[src/hdl/cbb_pkg.sv]
package cbb_pkg;

  localparam int DEF_MAX_DEPTH = 256;
  localparam int DEF_MAX_BURST = 64;

  localparam logic OP_WRITE = 1'b0;
  localparam logic OP_READ  = 1'b1;

  localparam logic KIND_ACK  = 1'b0;
  localparam logic KIND_READ = 1'b1;

  typedef struct packed {
    logic       is_read;
    logic [7:0] wr_byte;
    logic [6:0] want;
  } cmd_t;

endpackage

[src/hdl/circular_byte_buffer_unit.sv]
// Byte ring buffer. A write item (op 0) yields one acknowledge; a read item
// (op 1) yields one result per byte removed, up to min(rd_count, MAX_BURST,
// fill), or a single result with ok clear when nothing can be read. The back
// end does one byte (or one acknowledge) per cycle through its single memory
// port while the output does not stall; a two-entry command queue in front
// lets input keep flowing meanwhile. An accepted item passes the command
// queue, the current-item register, stage s1 and the output register; the
// registered memory read runs alongside the issue stage. Writing capacity
// empties the buffer; do it only while idle. cfg_ready is always high.
module circular_byte_buffer_unit #(
  parameter int MAX_DEPTH = cbb_pkg::DEF_MAX_DEPTH,
  parameter int MAX_BURST = cbb_pkg::DEF_MAX_BURST
) (
  input  logic       clk,
  input  logic       rst,
  input  logic       cfg_valid,
  output logic       cfg_ready,
  input  logic [8:0] capacity,
  input  logic       in_valid,
  output logic       in_stall,
  input  logic       op,
  input  logic [7:0] wr_byte,
  input  logic [6:0] rd_count,
  output logic       out_valid,
  input  logic       out_stall,
  output logic       kind,
  output logic       ok,
  output logic [7:0] data_byte,
  output logic       last,
  output logic [8:0] fill_level,
  output logic [8:0] free_space,
  output logic       empty_res
);

  logic          q_valid;
  logic          q_pop;
  cbb_pkg::cmd_t q_cmd;

  assign cfg_ready = 1'b1;

  cbb_front #(
    .MAX_BURST(MAX_BURST)
  ) u_front (
    .clk     (clk),
    .rst     (rst),
    .in_valid(in_valid),
    .in_stall(in_stall),
    .op      (op),
    .wr_byte (wr_byte),
    .rd_count(rd_count),
    .q_valid (q_valid),
    .q_pop   (q_pop),
    .q_cmd   (q_cmd)
  );

  cbb_back #(
    .MAX_DEPTH(MAX_DEPTH)
  ) u_back (
    .clk       (clk),
    .rst       (rst),
    .cfg_we    (cfg_valid),
    .capacity  (capacity),
    .q_valid   (q_valid),
    .q_pop     (q_pop),
    .q_cmd     (q_cmd),
    .out_valid (out_valid),
    .out_stall (out_stall),
    .kind      (kind),
    .ok        (ok),
    .data_byte (data_byte),
    .last      (last),
    .fill_level(fill_level),
    .free_space(free_space),
    .empty_res (empty_res)
  );

endmodule

[src/hdl/cbb_front.sv]
module cbb_front #(
  parameter int MAX_BURST = cbb_pkg::DEF_MAX_BURST
) (
  input  logic          clk,
  input  logic          rst,
  input  logic          in_valid,
  output logic          in_stall,
  input  logic          op,
  input  logic [7:0]    wr_byte,
  input  logic [6:0]    rd_count,
  output logic          q_valid,
  input  logic          q_pop,
  output cbb_pkg::cmd_t q_cmd
);

  cbb_pkg::cmd_t cmd_in;
  cbb_pkg::cmd_t slots [2];
  logic          wr_sel;
  logic          rd_sel;
  logic [1:0]    q_cnt;
  logic          push;
  logic          pop;

  // classify and clamp the request size
  always_comb begin
    cmd_in.is_read = (op == cbb_pkg::OP_READ);
    cmd_in.wr_byte = wr_byte;
    cmd_in.want    = (rd_count > 7'(MAX_BURST)) ? 7'(MAX_BURST) : rd_count;
  end

  assign in_stall = (q_cnt == 2'd2);
  assign q_valid  = (q_cnt != 2'd0);
  assign push     = in_valid && !in_stall;
  assign pop      = q_pop && q_valid;
  assign q_cmd    = slots[rd_sel];

  always_ff @(posedge clk) begin
    if (rst) begin
      wr_sel <= 1'b0;
      rd_sel <= 1'b0;
      q_cnt  <= 2'd0;
    end else begin
      if (push) wr_sel <= ~wr_sel;
      if (pop)  rd_sel <= ~rd_sel;
      q_cnt <= q_cnt + 2'(push) - 2'(pop);
    end
  end

  always_ff @(posedge clk) begin
    if (push) slots[wr_sel] <= cmd_in;
  end

endmodule

[src/hdl/cbb_back.sv]
module cbb_back #(
  parameter int MAX_DEPTH = cbb_pkg::DEF_MAX_DEPTH
) (
  input  logic          clk,
  input  logic          rst,
  input  logic          cfg_we,
  input  logic [8:0]    capacity,
  input  logic          q_valid,
  output logic          q_pop,
  input  cbb_pkg::cmd_t q_cmd,
  output logic          out_valid,
  input  logic          out_stall,
  output logic          kind,
  output logic          ok,
  output logic [7:0]    data_byte,
  output logic          last,
  output logic [8:0]    fill_level,
  output logic [8:0]    free_space,
  output logic          empty_res
);

  localparam int AW = (MAX_DEPTH > 1) ? $clog2(MAX_DEPTH) : 1;
  localparam int CW = $clog2(MAX_DEPTH + 1);

  logic [7:0]    mem [MAX_DEPTH];
  logic [7:0]    mem_q;

  logic [CW-1:0] cap_reg;
  logic [AW-1:0] wp;
  logic [AW-1:0] rp;
  logic [CW-1:0] cnt;
  logic [31:0]   cap_in;
  logic [31:0]   cap_sat;

  logic          cur_v;
  cbb_pkg::cmd_t cur;
  logic          cur_first;

  logic          s1_v;
  logic          s1_kind;
  logic          s1_ok;
  logic          s1_last;
  logic [8:0]    s1_fill;
  logic [8:0]    s1_free;
  logic          s1_empty;

  logic          out_load;
  logic          s1_adv;
  logic          issue;
  logic          done;
  logic          cur_ld;
  logic          mem_we;
  logic          mem_re;
  logic          res_ok;
  logic          res_last;
  logic [CW-1:0] cnt_next;
  logic [CW-1:0] wp_inc;
  logic [CW-1:0] rp_inc;
  logic [AW-1:0] wp_next;
  logic [AW-1:0] rp_next;
  logic [CW+8:0] fill_ext;
  logic [CW+8:0] free_ext;

  assign out_load = !out_valid || !out_stall;
  assign s1_adv   = s1_v && out_load;
  assign issue    = cur_v && (!s1_v || out_load);
  assign cur_ld   = q_valid && (!cur_v || (issue && done));
  assign q_pop    = cur_ld;

  assign wp_inc  = CW'(wp) + CW'(1);
  assign rp_inc  = CW'(rp) + CW'(1);
  assign wp_next = (wp_inc >= cap_reg) ? '0 : wp_inc[AW-1:0];
  assign rp_next = (rp_inc >= cap_reg) ? '0 : rp_inc[AW-1:0];

  assign cap_in  = {23'd0, capacity};
  assign cap_sat = (cap_in == 32'd0) ? 32'd1 :
                   (cap_in > 32'(MAX_DEPTH)) ? 32'(MAX_DEPTH) : cap_in;

  always_comb begin
    mem_we   = 1'b0;
    mem_re   = 1'b0;
    done     = 1'b0;
    res_ok   = 1'b0;
    res_last = 1'b0;
    cnt_next = cnt;
    if (issue) begin
      priority if (!cur.is_read) begin
        done     = 1'b1;
        res_last = 1'b1;
        if (cnt < cap_reg) begin
          mem_we   = 1'b1;
          res_ok   = 1'b1;
          cnt_next = cnt + CW'(1);
        end
      end else if (cur_first && (cur.want == 7'd0 || cnt == '0)) begin
        done     = 1'b1;
        res_last = 1'b1;
      end else begin
        mem_re   = 1'b1;
        res_ok   = 1'b1;
        cnt_next = cnt - CW'(1);
        res_last = (cur.want == 7'd1) || (cnt == CW'(1));
        done     = res_last;
      end
    end
  end

  assign fill_ext = {9'd0, cnt_next};
  assign free_ext = {9'd0, cap_reg - cnt_next};

  always_ff @(posedge clk) begin
    if (mem_we) mem[wp] <= cur.wr_byte;
    if (mem_re) mem_q <= mem[rp];
  end

  always_ff @(posedge clk) begin
    if (rst) begin
      cap_reg   <= CW'(MAX_DEPTH);
      wp        <= '0;
      rp        <= '0;
      cnt       <= '0;
      cur_v     <= 1'b0;
      s1_v      <= 1'b0;
      out_valid <= 1'b0;
    end else begin
      if (cfg_we) begin
        cap_reg <= cap_sat[CW-1:0];
        wp      <= '0;
        rp      <= '0;
        cnt     <= '0;
      end else begin
        if (mem_we) wp <= wp_next;
        if (mem_re) rp <= rp_next;
        cnt <= cnt_next;
      end
      if (cur_ld) begin
        cur_v <= 1'b1;
      end else if (issue && done) begin
        cur_v <= 1'b0;
      end
      if (issue) begin
        s1_v <= 1'b1;
      end else if (s1_adv) begin
        s1_v <= 1'b0;
      end
      if (s1_adv) begin
        out_valid <= 1'b1;
      end else if (!out_stall) begin
        out_valid <= 1'b0;
      end
    end
  end

  always_ff @(posedge clk) begin
    if (cur_ld) begin
      cur       <= q_cmd;
      cur_first <= 1'b1;
    end else if (issue) begin
      cur_first <= 1'b0;
      cur.want  <= cur.want - 7'd1;
    end
    if (issue) begin
      s1_kind  <= cur.is_read ? cbb_pkg::KIND_READ : cbb_pkg::KIND_ACK;
      s1_ok    <= res_ok;
      s1_last  <= res_last;
      s1_fill  <= fill_ext[8:0];
      s1_free  <= free_ext[8:0];
      s1_empty <= (cnt_next == '0);
    end
    if (s1_adv) begin
      kind       <= s1_kind;
      ok         <= s1_ok;
      data_byte  <= (s1_kind == cbb_pkg::KIND_READ && s1_ok) ? mem_q : 8'd0;
      last       <= s1_last;
      fill_level <= s1_fill;
      free_space <= s1_free;
      empty_res  <= s1_empty;
    end
  end

endmodule

[config.mk]
export PLATFORM = sky130hd
export DESIGN_NAME = circular_byte_buffer_unit
export DESIGN_NICKNAME = d
export VERILOG_FILES = /design/src/hdl/cbb_pkg.sv /design/src/hdl/circular_byte_buffer_unit.sv /design/src/hdl/cbb_front.sv /design/src/hdl/cbb_back.sv
export SDC_FILE = /design/constraint.sdc
export NUM_CORES = 2
export LEC_CHECK = 0
export ABC_CLOCK_PERIOD_IN_PS = 4400
export BUFFER_PORTS_ARGS = -buffer_cell sky130_fd_sc_hd__buf_2
export CAP_MARGIN = 20
export CORE_MARGIN = 4
export CORE_UTILIZATION = 60
export DETAILED_ROUTE_END_ITERATION = 8
export PLACE_DENSITY = 0.76
export RECOVER_POWER = 25
export REMOVE_ABC_BUFFERS = 1
export SYNTH_ARGS = -nofsm -noshare
export SYNTH_HDL_FRONTEND = slang
export SYNTH_SLANG_ARGS = --single-unit
[constraint.sdc]
create_clock -name clk -period 4.4 [get_ports clk]
set_input_delay 0.44 -clock clk [delete_from_list [all_inputs] [get_ports clk]]
set_output_delay 0.44 -clock clk [all_outputs]
set_load 0.05 [all_outputs]
==> impl_metrics.env <==
export IMPL_drive_gt1_share_pct=23.42
export IMPL_grt_use_met1_pct=37.95
export IMPL_place_congestion=0.8769
export IMPL_cellLeakagePower_nw=29.13
export IMPL_p_seq_share_pct=54.6
export IMPL_path_max_fanout=4
export IMPL_numClockSinks=2199
export IMPL_finalWorstSetupSlack_ns=0.3020
export IMPL_p_sw_share_pct=24.24
export IMPL_final_nets=4428
export IMPL_area_growth_pct=11.30
export IMPL_crit_slowest_cell="fa_1"
export IMPL_yosys_area_share_simple_pct=2.939
export IMPL_timing_fmax_mhz=244.0
export IMPL_max_stage_delay_ns=0.49
export IMPL_reg_top3="u_back.mem x2048, u_front.slots x32, u_back.cur x16"
export IMPL_largest_register="u_back.mem"
export IMPL_grtUsageMet2_pct=42.05
export IMPL_cts_tree="done"
export IMPL_core_area_sq_mm=0.1421
export IMPL_synth_async_reset_ratio_pct=0
export IMPL_via_per_inst=6.651
export IMPL_dieArea_sq_mm=0.1496
export IMPL_netlist_instances=4136
export IMPL_path_buf_inv=2
export IMPL_synth_top_family_by_area="multiplexers"
export IMPL_routed_wirelength_mm=198.6
export IMPL_path_delay_family="compound AO/OA/AOI/OAI gates"
export IMPL_nFillCells=8588
export IMPL_busiest_layer="met2"
export IMPL_clock_root_buffer="clkbuf_16"
export IMPL_port_buffers=61
export IMPL_startpoint_type="flip-flop"
export IMPL_synth_compound_area_share_pct=2.803
export IMPL_htreeDepth=4
export IMPL_cts_buffer_depth=3
export IMPL_critical_path_class="flip-flop to flip-flop"
export IMPL_drc=0
export IMPL_cp_end_kind="flip-flop"
export IMPL_layout_commonest_cell="edfxtp_1"
export IMPL_pre_cts_slack_ns=0.2157
export IMPL_die_h_um=386.8
export IMPL_p_sw_w=0.01182
export IMPL_stdcell_count=6415
export IMPL_synth_seq_cells=2199
export IMPL_die_x_um=386.8
export IMPL_skew_ns=0.03037
export IMPL_final_cell_mix="2156 x edfxtp_1, 525 x mux4_2, 333 x nor2_1"
export IMPL_largest_register_ffs=2048
export IMPL_drv_cap=14
export IMPL_syn_area_per_cell_sq_um=20.82
export IMPL_netlist_area_sq_mm=0.08611
export IMPL_grt_setup_unrepaired="false"
export IMPL_grt_use_total_pct=26.68
export IMPL_p_comb_share_pct=10.2
export IMPL_fp_row_count=138
export IMPL_ys_seq_area_share_pct=76.18
export IMPL_cts_buffers=205
export IMPL_period_share_pct=93.14
export IMPL_path_cells="inv_1 > ha_1 > nand2_1 > o21ai_1 > a211oi_2 > nor2b_1 > o21ai_1 > and2_0 > or3_1 > clkinv_1 > fa_1 > o21ai_0 > a21oi_1 > nor2_1 > nor2_1 > o21ai_0 > xnor2_1 > xnor2_1"
export IMPL_powerDensity_mw_per_mm2=508.8
export IMPL_globalRouteMet3Util_pct=5.542
export IMPL_worstMarginPinSlew_ns=3.376
export IMPL_wl_per_cell_um=30.96
export IMPL_seqCellArea_sq_mm=0.06562
export IMPL_drtAntennaViolNets=0
export IMPL_crit_required_ns=4.96
export IMPL_grt_max_degree=201
export IMPL_post_cts_setup_buffers=0
export IMPL_irDropWorstVdd_mv=0.4918
export IMPL_synth_warning_count=0
export IMPL_status="complete, but fails checks"
export IMPL_initial_core_util_pct=60.60
export IMPL_worstPathArrival_ns=4.66
export IMPL_multi_input_area_sq_mm=0.01920
export IMPL_grt_antenna_before_repair=4
export IMPL_dp_cells=5994
export IMPL_hpwlAfterDp_mm=117.5
export IMPL_hold_viol_final=0
export IMPL_finalPower_w=0.04876
export IMPL_grt_pass1_vias=42796
export IMPL_first_iter_violations=6291
export IMPL_finalCriticalPeriod_ns=4.098
export IMPL_utilization_pct=67.45
export IMPL_p_clk_share_pct=35.2
export IMPL_clk_latency_ns=0.83
export IMPL_maxSlewViolCount=1239
export IMPL_drt_pass1_iter_count=6
export IMPL_synth_adder_area_share_pct=0.7497
export IMPL_setup_viol=0
export IMPL_maxSlewHeadroom_pct=-125.1
export IMPL_cts_clk_slew_worst_paths_ns=0.06
export IMPL_synthFlopType="edfxtp_1"
export IMPL_vias=42663
export IMPL_hold_path_class="primary input to flip-flop"
export IMPL_violations="max-capacitance violations, max-slew violations"
export IMPL_grt_pass1_wl_mm=293.9
export IMPL_synth_distinct_cells=75
export IMPL_synthMuxAreaShare_pct=15.32
export IMPL_io_pin_count=63
export IMPL_synth_xor_xnor_area_share_pct=0.3647
export IMPL_synth_edf_count=2156
export IMPL_internal_power_w=0.03694
export IMPL_grt_ovfl_total=0
==> Yosys cell counts, types with 6 or more instances <==
cell,instances,area [sq um]
nor2_1,334,1254
buf_1,13,48.80
nand3_1,41,205.2
xnor2_1,19,166.4
o221ai_1,22,192.7
mux2_2,16,180.2
a22o_1,11,96.34
nand4_1,11,68.82
buf_6,16,180.2
or2_2,6,37.54
dfxtp_1,43,860.8
o22ai_1,25,156.4
a21o_1,9,67.56
nand3b_1,11,82.58
xor2_1,15,131.4
and3_1,15,93.84
a2bb2oi_1,10,87.58
nor2b_1,21,131.4
inv_1,32,120.1
nor3_1,21,105.1
o211ai_1,15,112.6
a211oi_1,27,202.7
o21ai_0,29,145.1
ha_1,50,625.6
a22oi_1,56,420.4
mux4_2,525,11820
mux2i_1,119,1191
edfxtp_1,2156,64740
buf_4,39,292.8
o311a_1,7,70.07
clkbuf_1,108,405.4
nand2_1,56,210.2
a21oi_1,84,420.4
buf_2,64,320.3
a221oi_1,22,192.7
o21ai_1,6,30.03
nand2b_1,20,125.1
==> area by class of cell <==
type / count / area share (%)
Clock buffer: 264 / 5.628
Clock inverter: 118 / 1.131
Timing Repair Buffer: 246 / 2.123
Inverter: 36 / 0.1436
Antenna cell: 3 / 0.007833
Multi-Input combinational cell: 1659 / 20.03
Sequential cell: 2199 / 68.47
Tap cell: 1890 / 2.467
==> power groups by stage <==
stage	sequential (W)	clock [W]	combinational [W]
floorplan	0.0287	0	0.00170
global placement	0.0268	0	0.00477
detailed placement	0.0268	0	0.00505
CTS	0.0264	0.0173	0.00508
global route	0.0267	0.0183	0.00534
finish	0.0266	0.0172	0.00495
==> worst paths after layout <==
kind | startpoint | slack, ns | cells past startpoint | to
worst max register to register | u_back.cap_reg[8] | 0.30 | 18 | u_back.s1_free[8]
worst min register to register | u_back.s1_fill[8] | 0.42 | 0 | u_back.fill_level[8]
worst min-delay path | wr_byte[4] | 0.36 | 2 | u_front.slots[0][11]
worst max-delay path | u_back.cap_reg[8] | 0.30 | 18 | u_back.s1_free[8]
==> per-layer routing <==
metal	part of all wire [%]	up-vias	wire [um]
met5	0	-	0
met2	49	2490	96900
met1	38	22208	74720
met4	3.6	0	7187
li1	-	17553	-
met3	10	412	19800
==> cell families after synthesis <==
group                      count (synthesis)
other                                      1
xor gates and xnor gates                  35
and+or+nand+nor                          564
adders and majority gates                 51
DFF                                     2199
buffers and inverters                    278
muxes                                    660
AOI/OAI and AO/OA                        348
==> metrics by stage <==
stage / TNS [ns] / hold slack (ns) / instance area (sq um)
floorplan: -290.06 / 0.4003 / 84840
global route: 0 / 0.3321 / 95840
CTS: 0 / 0.2808 / 95980
detailed placement: 0 / 0.4084 / 89160
global placement: 0 / 0.4038 / 89140
finish: 0 / 0.3555 / 95850
==> repair_timing <==
action,CTS,global route
hold endpoints to repair,49,0
hold buffers,34,0
setup endpoints to repair,0,2
resized for setup,0,1
Power figures use the tool's default switching activity.
